$ cat src/design/crp_pkg.sv
// ----------------------------------------------------------------------------
// crp_pkg: shared types and constants of the reset period calculator
// Schedule and action codes, the configuration bundle, the pipeline word
// and the reciprocal constants used for division by fixed numbers.
// ----------------------------------------------------------------------------
package crp_pkg;

  typedef enum logic [1:0] {
    MODE_OFF     = 2'd0,
    MODE_DAILY   = 2'd1,
    MODE_WEEKLY  = 2'd2,
    MODE_MONTHLY = 2'd3
  } sched_mode_t;

  typedef enum logic [1:0] {
    ACT_NONE  = 2'd0,
    ACT_ADOPT = 2'd1,
    ACT_HOLD  = 2'd2,
    ACT_CLEAR = 2'd3
  } action_t;

  typedef enum logic [2:0] {
    REG_MODE     = 3'd0,
    REG_BOUNDARY = 3'd1,
    REG_WEEKDAY  = 3'd2,
    REG_MDAY     = 3'd3,
    REG_WAKE_MIN = 3'd4,
    REG_WAKE_MAX = 3'd5
  } reg_index_t;

  typedef struct packed {
    sched_mode_t mode;
    logic [10:0] bmin;
    logic [2:0]  wday;
    logic [4:0]  mday;
    logic [16:0] wmin;
    logic [16:0] wmax;
  } cfg_t;

  // One word as it travels down the pipeline; each stage fills its fields.
  typedef struct packed {
    logic [36:0] s;         // biased, shifted seconds
    logic [30:0] stored;
    logic [29:0] t;         // s divided by 128
    logic [20:0] day2;      // day number plus two
    logic [16:0] sod;       // seconds into the shifted day
    logic [20:0] x7;        // day plus weekday offset plus seven
    logic [20:0] zz;        // day number from 0000-03-01
    logic [18:0] wk;
    logic [2:0]  ddays_w;
    logic [3:0]  era;
    logic [17:0] doe;
    logic [17:0] num;
    logic [8:0]  yoe;
    logic [8:0]  doy;
    logic [3:0]  mp;
    logic [4:0]  dday;
    logic [3:0]  mm;
    logic [12:0] year;
    logic [8:0]  ym;
    logic [16:0] period_m;
    logic [5:0]  ddays_m;
    logic [19:0] period;
    logic [22:0] wait_raw;
  } pipe_t;

  localparam int SPLIT_STAGES = 3;
  localparam int CIVIL_STAGES = 8;

  localparam logic [36:0] DAY_BIAS        = 37'd172800;
  localparam logic [20:0] EPOCH_DAY_SHIFT = 21'd719466;
  localparam logic [22:0] SEC_PER_DAY     = 23'd86400;

  // floor(x / d) = (x * M) >> K, exact for every x below 2**N when
  // K = N + clog2(d) and M = ceil(2**K / d).
  localparam int DAY_DIV_K  = 40;
  localparam logic [30:0] DAY_DIV_M =
    31'(((64'd1 << DAY_DIV_K) + 64'd674) / 64'd675);
  localparam int WEEK_DIV_K = 24;
  localparam logic [21:0] WEEK_DIV_M =
    22'(((64'd1 << WEEK_DIV_K) + 64'd6) / 64'd7);
  localparam int ERA_DIV_K  = 39;
  localparam logic [21:0] ERA_DIV_M =
    22'(((64'd1 << ERA_DIV_K) + 64'd146096) / 64'd146097);
  localparam int Q1460_K    = 29;
  localparam logic [18:0] Q1460_M =
    19'(((64'd1 << Q1460_K) + 64'd1459) / 64'd1460);
  localparam int Q365_K     = 27;
  localparam logic [18:0] Q365_M =
    19'(((64'd1 << Q365_K) + 64'd364) / 64'd365);
  localparam int Q153_K     = 19;
  localparam logic [11:0] Q153_M =
    12'(((64'd1 << Q153_K) + 64'd152) / 64'd153);
  localparam int Q5_K       = 14;
  localparam logic [11:0] Q5_M =
    12'(((64'd1 << Q5_K) + 64'd4) / 64'd5);

  // Offset that aligns weeks to the chosen weekday, (11 - wd) mod 7.
  function automatic logic [2:0] wk_offset(input logic [2:0] wd);
    logic [2:0] o;
    unique case (wd) inside
      3'd0, 3'd7: o = 3'd4;
      3'd1:       o = 3'd3;
      3'd2:       o = 3'd2;
      3'd3:       o = 3'd1;
      3'd4:       o = 3'd0;
      3'd5:       o = 3'd6;
      default:    o = 3'd5;
    endcase
    return o;
  endfunction

  function automatic logic [4:0] month_days(input logic [3:0] m, input logic leap);
    logic [4:0] n;
    case (m) inside
      4'd4, 4'd6, 4'd9, 4'd11: n = 5'd30;
      4'd2:                    n = leap ? 5'd29 : 5'd28;
      default:                 n = 5'd31;
    endcase
    return n;
  endfunction

endpackage

$ cat src/design/crp_daysplit.sv
// ----------------------------------------------------------------------------
// crp_daysplit: day number and time of day
// Shifts the time back by the boundary minute and splits it into a day
// number and the seconds into that day, over three stages.
// ----------------------------------------------------------------------------
module crp_daysplit import crp_pkg::*; (
  input  logic        clk,
  input  logic        rst,
  input  cfg_t        cfg,
  input  logic        in_valid,
  output logic        in_ready,
  input  logic [35:0] local_seconds,
  input  logic [30:0] saved_period,
  output logic        out_valid,
  input  logic        out_ready,
  output pipe_t       out_data
);

  logic [SPLIT_STAGES-1:0] vld;
  logic [SPLIT_STAGES-1:0] rdy;
  logic [SPLIT_STAGES-1:0] prev;
  pipe_t st [SPLIT_STAGES];
  pipe_t nx [SPLIT_STAGES];

  always_comb begin
    rdy[SPLIT_STAGES-1] = !vld[SPLIT_STAGES-1] || out_ready;
    for (int k = SPLIT_STAGES - 2; k >= 0; k--) begin
      rdy[k] = !vld[k] || rdy[k+1];
    end
  end

  assign prev = {vld[SPLIT_STAGES-2:0], in_valid};

  always_ff @(posedge clk) begin
    if (rst) begin
      vld <= '0;
    end else begin
      for (int k = 0; k < SPLIT_STAGES; k++) begin
        if (rdy[k]) begin
          vld[k] <= prev[k];
        end
      end
    end
  end

  always_ff @(posedge clk) begin
    for (int k = 0; k < SPLIT_STAGES; k++) begin
      if (rdy[k] && prev[k]) begin
        st[k] <= nx[k];
      end
    end
  end

  always_comb begin
    logic [16:0] boff;
    logic [60:0] pday;
    logic [29:0] rem;
    // Stage one: biased shifted seconds, never negative.
    boff = 17'(cfg.bmin) * 17'd60;
    nx[0] = '0;
    nx[0].s = 37'(local_seconds) + DAY_BIAS - 37'(boff);
    nx[0].stored = saved_period;
    // Stage two: divide by 86400 as a shift by 7 and a division by 675.
    nx[1] = st[0];
    nx[1].t = st[0].s[36:7];
    pday = 61'(st[0].s[36:7]) * 61'(DAY_DIV_M);
    nx[1].day2 = pday[60:40];
    // Stage three: seconds into the day and the week and era operands.
    nx[2] = st[1];
    rem = st[1].t - 30'(st[1].day2) * 30'd675;
    nx[2].sod = {rem[9:0], st[1].s[6:0]};
    nx[2].x7 = st[1].day2 + 21'(wk_offset(cfg.wday)) + 21'd5;
    nx[2].zz = st[1].day2 + EPOCH_DAY_SHIFT;
  end

  assign in_ready  = rdy[0];
  assign out_valid = vld[SPLIT_STAGES-1];
  assign out_data  = st[SPLIT_STAGES-1];

endmodule

$ cat src/design/crp_civil.sv
// ----------------------------------------------------------------------------
// crp_civil: week number and civil date
// Computes the week number and days to the weekly boundary, and converts
// the day number into year, month and day to find the monthly period.
// ----------------------------------------------------------------------------
module crp_civil import crp_pkg::*; (
  input  logic  clk,
  input  logic  rst,
  input  cfg_t  cfg,
  input  logic  in_valid,
  output logic  in_ready,
  input  pipe_t in_data,
  output logic  out_valid,
  input  logic  out_ready,
  output pipe_t out_data
);

  logic [CIVIL_STAGES-1:0] vld;
  logic [CIVIL_STAGES-1:0] rdy;
  logic [CIVIL_STAGES-1:0] prev;
  pipe_t st [CIVIL_STAGES];
  pipe_t nx [CIVIL_STAGES];

  always_comb begin
    rdy[CIVIL_STAGES-1] = !vld[CIVIL_STAGES-1] || out_ready;
    for (int k = CIVIL_STAGES - 2; k >= 0; k--) begin
      rdy[k] = !vld[k] || rdy[k+1];
    end
  end

  assign prev = {vld[CIVIL_STAGES-2:0], in_valid};

  always_ff @(posedge clk) begin
    if (rst) begin
      vld <= '0;
    end else begin
      for (int k = 0; k < CIVIL_STAGES; k++) begin
        if (rdy[k]) begin
          vld[k] <= prev[k];
        end
      end
    end
  end

  always_ff @(posedge clk) begin
    for (int k = 0; k < CIVIL_STAGES; k++) begin
      if (rdy[k] && prev[k]) begin
        st[k] <= nx[k];
      end
    end
  end

  always_comb begin
    logic [42:0] pwk;
    logic [42:0] pera;
    logic [20:0] r7;
    logic [20:0] doe;
    logic [36:0] pa;
    logic [2:0]  b;
    logic        c;
    logic [36:0] py;
    logic [1:0]  cent;
    logic [17:0] yc;
    logic [10:0] v;
    logic [22:0] pm;
    logic [10:0] w;
    logic [22:0] pd;
    logic        jf;
    logic        leap;
    logic [4:0]  dom;
    logic [4:0]  dim;
    logic        early;

    // Week number and era.
    nx[0] = in_data;
    pwk = 43'(in_data.x7) * 43'(WEEK_DIV_M);
    nx[0].wk = pwk[42:24];
    pera = 43'(in_data.zz) * 43'(ERA_DIV_M);
    nx[0].era = pera[42:39];

    // Days to the weekly boundary and day of era.
    nx[1] = st[0];
    r7 = st[0].x7 - ((21'(st[0].wk) << 3) - 21'(st[0].wk));
    nx[1].ddays_w = 3'd7 - r7[2:0];
    doe = st[0].zz - 21'(st[0].era) * 21'd146097;
    nx[1].doe = doe[17:0];

    // Leap-day corrections of the day of era.
    nx[2] = st[1];
    pa = 37'(st[1].doe) * 37'(Q1460_M);
    if (st[1].doe >= 18'd146096) begin
      b = 3'd4;
    end else if (st[1].doe >= 18'd109572) begin
      b = 3'd3;
    end else if (st[1].doe >= 18'd73048) begin
      b = 3'd2;
    end else if (st[1].doe >= 18'd36524) begin
      b = 3'd1;
    end else begin
      b = 3'd0;
    end
    c = (st[1].doe == 18'd146096);
    nx[2].num = st[1].doe - 18'(pa[36:29]) + 18'(b) - 18'(c);

    // Year of era.
    nx[3] = st[2];
    py = 37'(st[2].num) * 37'(Q365_M);
    nx[3].yoe = 9'(py[36:27]);

    // Day of the year counted from March.
    nx[4] = st[3];
    if (st[3].yoe >= 9'd300) begin
      cent = 2'd3;
    end else if (st[3].yoe >= 9'd200) begin
      cent = 2'd2;
    end else if (st[3].yoe >= 9'd100) begin
      cent = 2'd1;
    end else begin
      cent = 2'd0;
    end
    yc = 18'(st[3].yoe) * 18'd365 + 18'(st[3].yoe[8:2]) - 18'(cent);
    nx[4].doy = 9'(st[3].doe - yc);

    // Month counted from March.
    nx[5] = st[4];
    v = (11'(st[4].doy) << 2) + 11'(st[4].doy) + 11'd2;
    pm = 23'(v) * 23'(Q153_M);
    nx[5].mp = pm[22:19];

    // Day of month, calendar month and year.
    nx[6] = st[5];
    w = (11'(st[5].mp) << 7) + (11'(st[5].mp) << 4) + (11'(st[5].mp) << 3)
        + 11'(st[5].mp) + 11'd2;
    pd = 23'(w) * 23'(Q5_M);
    nx[6].dday = 5'(st[5].doy - 9'(pd[22:14]) + 9'd1);
    nx[6].mm = (st[5].mp < 4'd10) ? st[5].mp + 4'd3 : st[5].mp - 4'd9;
    jf = (st[5].mp >= 4'd10);
    nx[6].ym = st[5].yoe + 9'(jf);
    nx[6].year = 13'(st[5].era) * 13'd400 + 13'(st[5].yoe) + 13'(jf);

    // Monthly period and days to the next monthly boundary.
    nx[7] = st[6];
    leap = (st[6].ym[1:0] == 2'd0) && (st[6].ym != 9'd100) && (st[6].ym != 9'd200)
           && (st[6].ym != 9'd300);
    if (cfg.mday == 5'd0) begin
      dom = 5'd1;
    end else if (cfg.mday > 5'd28) begin
      dom = 5'd28;
    end else begin
      dom = cfg.mday;
    end
    dim = month_days(st[6].mm, leap);
    early = (st[6].dday < dom);
    nx[7].period_m = (17'(st[6].year) << 3) + (17'(st[6].year) << 2)
                     + 17'(st[6].mm) - 17'(early);
    nx[7].ddays_m = early ? 6'(dom - st[6].dday) : 6'(dim - st[6].dday) + 6'(dom);
  end

  assign in_ready  = rdy[0];
  assign out_valid = vld[CIVIL_STAGES-1];
  assign out_data  = st[CIVIL_STAGES-1];

endmodule

$ cat src/design/crp_finish.sv
// ----------------------------------------------------------------------------
// crp_finish: period selection, wait clamp and action
// Picks the period of the configured schedule, forms the clamped wait and
// compares against the stored period in the output register.
// ----------------------------------------------------------------------------
module crp_finish import crp_pkg::*; (
  input  logic        clk,
  input  logic        rst,
  input  cfg_t        cfg,
  input  logic        in_valid,
  output logic        in_ready,
  input  pipe_t       in_data,
  output logic        out_valid,
  input  logic        out_ready,
  output logic [30:0] active_period,
  output logic [16:0] wait_seconds,
  output logic [1:0]  action
);

  logic  v0;
  logic  v1;
  logic  r0;
  logic  r1;
  pipe_t p0;
  pipe_t p0_next;
  logic [30:0] period_next;
  logic [16:0] wait_next;
  action_t     action_next;

  assign r1 = !v1 || out_ready;
  assign r0 = !v0 || r1;

  always_ff @(posedge clk) begin
    if (rst) begin
      v0 <= 1'b0;
      v1 <= 1'b0;
    end else begin
      if (r0) begin
        v0 <= in_valid;
      end
      if (r1) begin
        v1 <= v0;
      end
    end
  end

  always_comb begin
    logic [5:0] ddays;
    p0_next = in_data;
    unique case (cfg.mode)
      MODE_DAILY: begin
        p0_next.period = (in_data.day2 == 21'd0) ? 20'd0 : 20'(in_data.day2 - 21'd1);
        ddays = 6'd1;
      end
      MODE_WEEKLY: begin
        p0_next.period = 20'(in_data.wk);
        ddays = 6'(in_data.ddays_w);
      end
      MODE_MONTHLY: begin
        p0_next.period = 20'(in_data.period_m);
        ddays = in_data.ddays_m;
      end
      default: begin
        p0_next.period = 20'd0;
        ddays = 6'd1;
      end
    endcase
    p0_next.wait_raw = 23'(ddays) * SEC_PER_DAY - 23'(in_data.sod);
  end

  always_ff @(posedge clk) begin
    if (r0 && in_valid) begin
      p0 <= p0_next;
    end
  end

  always_comb begin
    logic [22:0] w1;
    logic [22:0] w2;
    w1 = (p0.wait_raw < 23'(cfg.wmin)) ? 23'(cfg.wmin) : p0.wait_raw;
    w2 = (w1 > 23'(cfg.wmax)) ? 23'(cfg.wmax) : w1;
    if (cfg.mode == MODE_OFF) begin
      period_next = 31'd0;
      wait_next   = 17'd0;
    end else begin
      period_next = 31'(p0.period);
      wait_next   = w2[16:0];
    end
    if (period_next == 31'd0) begin
      action_next = ACT_NONE;
    end else if (p0.stored == 31'd0) begin
      action_next = ACT_ADOPT;
    end else if (period_next == p0.stored) begin
      action_next = ACT_NONE;
    end else if (period_next < p0.stored) begin
      action_next = ACT_HOLD;
    end else begin
      action_next = ACT_CLEAR;
    end
  end

  always_ff @(posedge clk) begin
    if (r1 && v0) begin
      active_period <= period_next;
      wait_seconds  <= wait_next;
      action        <= action_next;
    end
  end

  assign in_ready  = r0;
  assign out_valid = v1;

endmodule

$ cat src/design/calendar_reset_period.sv
// ----------------------------------------------------------------------------
// calendar_reset_period: periodic reset schedule on civil dates
// Each input word carries a local time in seconds and a stored period; each
// output word gives the period holding that time, the clamped seconds to the
// next boundary and an action (none, adopt, hold, clear) for the stored one.
// Both channels use valid/ready. The block takes one word per clock while
// the pipeline is not backed up, and each word passes 13 register stages
// (3 for the day split, 8 for week and civil date, 2 for the wait and the
// action), each with its own valid bit. When the receiver stalls, words
// close up into empty stages, so input is refused only once every stage is
// full. The configuration port writes one register per enabled clock and is
// meant to be used only while no word is in flight. Reset empties the
// pipeline and loads the default schedule: daily at minute 180, wake clamp
// 60 to 86400 seconds.
// ----------------------------------------------------------------------------
module calendar_reset_period import crp_pkg::*; (
  input  logic        clk,
  input  logic        rst,
  input  logic        cfg_write,
  input  logic [2:0]  cfg_index,
  input  logic [16:0] cfg_data,
  input  logic        in_valid,
  output logic        in_ready,
  input  logic [35:0] local_seconds,
  input  logic [30:0] saved_period,
  output logic        out_valid,
  input  logic        out_ready,
  output logic [30:0] active_period,
  output logic [16:0] wait_seconds,
  output logic [1:0]  action
);

  cfg_t  cfg;
  logic  split_valid;
  logic  split_ready;
  pipe_t split_data;
  logic  civil_valid;
  logic  civil_ready;
  pipe_t civil_data;

  // Configuration registers; indexes with no register are ignored.
  always_ff @(posedge clk) begin
    if (rst) begin
      cfg.mode <= MODE_DAILY;
      cfg.bmin <= 11'd180;
      cfg.wday <= 3'd1;
      cfg.mday <= 5'd1;
      cfg.wmin <= 17'd60;
      cfg.wmax <= 17'd86400;
    end else if (cfg_write) begin
      unique case (cfg_index)
        REG_MODE:     cfg.mode <= sched_mode_t'(cfg_data[1:0]);
        REG_BOUNDARY: cfg.bmin <= cfg_data[10:0];
        REG_WEEKDAY:  cfg.wday <= cfg_data[2:0];
        REG_MDAY:     cfg.mday <= cfg_data[4:0];
        REG_WAKE_MIN: cfg.wmin <= cfg_data;
        REG_WAKE_MAX: cfg.wmax <= cfg_data;
        default:      ;
      endcase
    end
  end

  // Day number and seconds into the day.
  crp_daysplit u_split (
    .clk           (clk),
    .rst           (rst),
    .cfg           (cfg),
    .in_valid      (in_valid),
    .in_ready      (in_ready),
    .local_seconds (local_seconds),
    .saved_period  (saved_period),
    .out_valid     (split_valid),
    .out_ready     (split_ready),
    .out_data      (split_data)
  );

  // Week number and civil date.
  crp_civil u_civil (
    .clk       (clk),
    .rst       (rst),
    .cfg       (cfg),
    .in_valid  (split_valid),
    .in_ready  (split_ready),
    .in_data   (split_data),
    .out_valid (civil_valid),
    .out_ready (civil_ready),
    .out_data  (civil_data)
  );

  // Period choice, wait clamp and action, ending in the output register.
  crp_finish u_finish (
    .clk           (clk),
    .rst           (rst),
    .cfg           (cfg),
    .in_valid      (civil_valid),
    .in_ready      (civil_ready),
    .in_data       (civil_data),
    .out_valid     (out_valid),
    .out_ready     (out_ready),
    .active_period (active_period),
    .wait_seconds  (wait_seconds),
    .action        (action)
  );

`ifndef SYNTHESIS
  // Input is refused only when the whole pipeline is backed up.
  a_stall_source: assert property (@(posedge clk) disable iff (rst)
    !in_ready |-> (out_valid && !out_ready))
    else $error("input refused while the output is not stalled");

  // An idle schedule gives an all-zero word.
  a_off_zero: assert property (@(posedge clk) disable iff (rst)
    (out_valid && cfg.mode == MODE_OFF) |->
      (active_period == 31'd0 && wait_seconds == 17'd0 && action == ACT_NONE))
    else $error("non-zero result with the schedule off");

  // The wait never exceeds the upper clamp.
  a_wait_max: assert property (@(posedge clk) disable iff (rst)
    out_valid |-> (wait_seconds <= cfg.wmax))
    else $error("wait above the upper clamp");

  // A zero period never asks for an action.
  a_zero_none: assert property (@(posedge clk) disable iff (rst)
    (out_valid && active_period == 31'd0) |-> (action == ACT_NONE))
    else $error("action given for a zero period");
`endif

endmodule

$ cat config.mk
export PLATFORM = sky130hd
export DESIGN_NAME = calendar_reset_period
export DESIGN_NICKNAME = d
export VERILOG_FILES = /design/src/design/crp_pkg.sv /design/src/design/crp_daysplit.sv /design/src/design/crp_civil.sv /design/src/design/crp_finish.sv /design/src/design/calendar_reset_period.sv
export SDC_FILE = /design/constraint.sdc
export NUM_CORES = 2
export LEC_CHECK = 0
export BUFFER_PORTS_ARGS = -buffer_cell sky130_fd_sc_hd__buf_2
export CORE_ASPECT_RATIO = 0.6
export CORE_MARGIN = 2
export CORE_UTILIZATION = 67
export DETAILED_ROUTE_END_ITERATION = 12
export PLACE_DENSITY = 0.92
export SETUP_SLACK_MARGIN = 0.1
export SLEW_MARGIN = 30
export SYNTH_ARGS = -nofsm -noshare
export SYNTH_HDL_FRONTEND = slang
export SYNTH_SLANG_ARGS = --single-unit
$ cat constraint.sdc
create_clock -name clk -period 32.1 [get_ports clk]
set_clock_uncertainty 0.1 [all_clocks]
set_input_delay 6.42 -clock clk [delete_from_list [all_inputs] [get_ports clk]]
set_output_delay 6.42 -clock clk [all_outputs]
set_load 0.005 [all_outputs]
==> impl_results.md <==
* Most Frequent Cell on Critical Path: and3_1
* Clock buffer depth at 3
* Final min period at 15730 ps
* Clock latency on the worst-skew pair at approximately 760 ps
* Crit path kind: input pin to output pin
* Max Slew Vio Count at 0
* Max-slew headroom at 33.2%
* Outcome: finished, final reports clean
* Synth unique cells at 85
* RePlAce Congestion at around 0.96
* IO Count at 144
* Crit. path cell count at 8
* Number of routed nets with antenna violations at 0
* Layout area overhead at 7.29%
* CP peak stage delay at 540 ps
* Simple-gate share of the synthesized area at about 4.2%
* Via count at 61587
* Cell Count, Final, Fillers Out at 9703
* Max cap viols at 0
* GRT Util Overall at 35.4%
* Flops & latches, synth at 1346
* Placed Cells at 9501
* Fmax at 0.0636 GHz
* Reg-to-Reg Start: u_civil.st[0][502]$_DFFE_PP_
* Cells after synthesis at 7459
* Detailed Route WL at 256000 microns
* Pre-antenna DRT Iters at 12
* Root Buffer: clkbuf_16
* Setup crit end kind: output pin
* RSZ-0062 raised after global routing: false
* Crit path buf inv count at 2
* Ys async rst share at 0%
* Critical Path Start Type: input pin
* WHS Path Cells at 0
* DRC Markers at 0
* CP max stage cell: and3_1
* Final net count at 10244
* Iteration-0 DRC Markers at 8616
* CTS tree: yes
* Post-synth top area share at between 40% and 50%
* Post-CTS Hold Buffers at 0
* Tcrit/Tclk final at 49.0%
* Main combinational cell family by area after synthesis: adder cells
* First-pass GRT wire length at 387000 microns
* Synth area leaders: edfxtp_1 40%, ha_1 21%, fa_1 17%, inv_1 6.3%, xnor2_1 2.3%
* Mapped Area at 95300 sq um
* EDFF count, synth at 1278
* Initial Util at 67.3%
* Largest net degree at the start of global routing at 76
* Buffers on Ports at 132
* Synth Warn # at 0
* Vias per cell at 6.35
* Cells along the critical path: buf_2 > nor2b_1 > and3_1 > and3_1 > and2_1 > and3_1 > nand4_1 > buf_2
* Post-Syn Area per Cell at 12.8 sq um
* Most frequent cell after synthesis: ha_1
* # rows at 107
* Vias in the first global route at around 65000
* Die Wd at 491 microns
* Setup TNS at 0 ps
* WP data arrival at 9210 ps
* Initial antenna violation count at 10
* Type of the most critical hold path: register to register
* Hold Fails Final Rpt at 0
* Kind of cell adding the most delay to the critical path: simple AND/OR/NAND/NOR gates
* Sequential area share after synthesis at 41.7%
* Reg2reg setup slack at 22440 ps
* Share of layout cells above drive strength 1 at 5.10%
* Height of the die at 296 microns
* Post_cts resized at 0
* CTS clock-pin slew for the worst setup and hold paths at approximately 80 ps
* Required @ worst endpoint at around 26000 ps
* Total core area at 142000 sq um
* Post-CTS Setup Bufs at 0
* Synth Area in Adders at 38.7%
* Slew at the pin with the worst max-slew slack at between 900 and 1000 ps
* CTS Buf Count at 107
* Die footprint at 145000 sq um
* Leading area contributor after synthesis: edfxtp_1
* Final setup fails at 0
* DP HPWL at about 180000 microns
* Hold Startpoint: u_civil.st[1][955]$_DFFE_PP_
* Fill cells at 8037
* Post-synthesis compound-gate area fraction at 5.30%
* Level count of the clock H-tree at 3
* R2R depth at 36
* Maximum fanout along the worst path at 8
* Post-synthesis mux area share at 0.485%
* WHS Endpoint: u_civil.st[1][1314]$_DFFE_PP_
* Prevailing post-synth register cell: edfxtp_1
* Routed length per placed instance at 26.4 microns
* Grt ovf at 0
* CTS Sinks at 1346
* Synth Area in XOR/XNOR at 3.07%
* Critical R2R Capture: u_civil.st[0][853]$_DFFE_PP_
* Leading cell types by count after synthesis: 1620 x ha_1, 1594 x inv_1, 1278 x edfxtp_1
## layout make-up
class	count	area (sq um)	share of cell area [%]
multi-input cells	4471	49500	48.4
flip-flops and latches	1346	39700	38.9
inverters	1595	5990	5.86
clock buffers	135	2950	2.89
well taps	1907	2390	2.33
repair buffers	183	1090	1.07
clock inverters	59	581	0.568
diodes	7	17.5	0.0171
## worst register-to-register path, delay by kind of cell (launching register included)
| kind | cells | cell delay [ps] |
|---|---|---|
| AND/OR/NAND/NOR | 4 | 520 |
| flip-flops | 1 | 880 |
| buffers and inverters | 5 | 310 |
| adder cells (fa/ha/maj) | 10 | 4750 |
| multiplexers | 1 | 170 |
| AO/OA/AOI/OAI | 15 | 2490 |
| XOR/XNOR | 1 | 180 |
## layer usage
layer,vias up,share of wire [%],global-route usage (%)
met2,4943,45,54.8
met1,29611,36,45.6
met3,1430,13,10.0
met5,-,0.035,0.325
li1,25597,-,-
met4,6,7.2,19.6
## placed cells by master (no fill, tap or decap), types with 36 or more instances in the layout
cell type | Yosys | layout
a21o_1 | 93 | 92
a21oi_1 | 265 | 265
buf_2 | 1 | 132
buf_4 | 11 | 43
clkbuf_16 | 0 | 113
dfxtp_1 | 68 | 68
edfxtp_1 | 1278 | 1278
fa_1 | 828 | 828
ha_1 | 1620 | 1620
inv_1 | 1594 | 1594
nand2_1 | 258 | 258
nand3_1 | 73 | 73
nor2_1 | 219 | 218
nor2b_1 | 50 | 44
nor3_1 | 62 | 61
o21a_1 | 36 | 36
o21ai_0 | 120 | 120
o21bai_1 | 40 | 40
xnor2_1 | 250 | 250
xor2_1 | 84 | 84
## per-stage QoR
stage,setup WS (ps),utilization [%],cell area [sq um],hold WS (ps)
floorplan,15790,-,95300,300
global placement,16680,69.7,98600,300
detailed placement,16460,69.7,98600,305
CTS,16410,72.2,102000,276
global route,16260,72.2,102000,288
finish,16370,72.2,102000,280
## cells by family (layout without fill, tap and decap cells)
| group | after synthesis | count (layout) |
|---|---|---|
| other | 1 | 18 |
| buffers and inverters | 1652 | 1972 |
| xor gates and xnor gates | 334 | 334 |
| and+or+nand+nor | 850 | 850 |
| AOI/OAI and AO/OA | 784 | 784 |
| DFF | 1346 | 1346 |
| muxes | 44 | 44 |
| adders and majority gates | 2448 | 2448 |
## registers in the layout (all words and copies together) (netlist names)
register,flops
u_civil.vld,8
u_finish.p0,74
u_finish.action,2
u_finish.v0,1
u_finish.wait_seconds,17
u_split.st,247
cfg,55
u_split.vld,3
u_civil.st,918
u_finish.out_valid,1
u_finish.active_period,20
## worst max-delay path by stage
stage,start,to,slack (ps)
after global placement,out_ready,in_ready,16680
after global routing,out_ready,in_ready,16260
final,out_ready,in_ready,16370
after detailed placement,out_ready,in_ready,16460
after CTS,out_ready,in_ready,16410
after floorplan,out_ready,u_split.st[0][1009]$_DFFE_PP_,15790
Power is left out: the tool's default activity adds up to more than one toggle a clock period on the data nets, which glitch-free logic cannot reach.
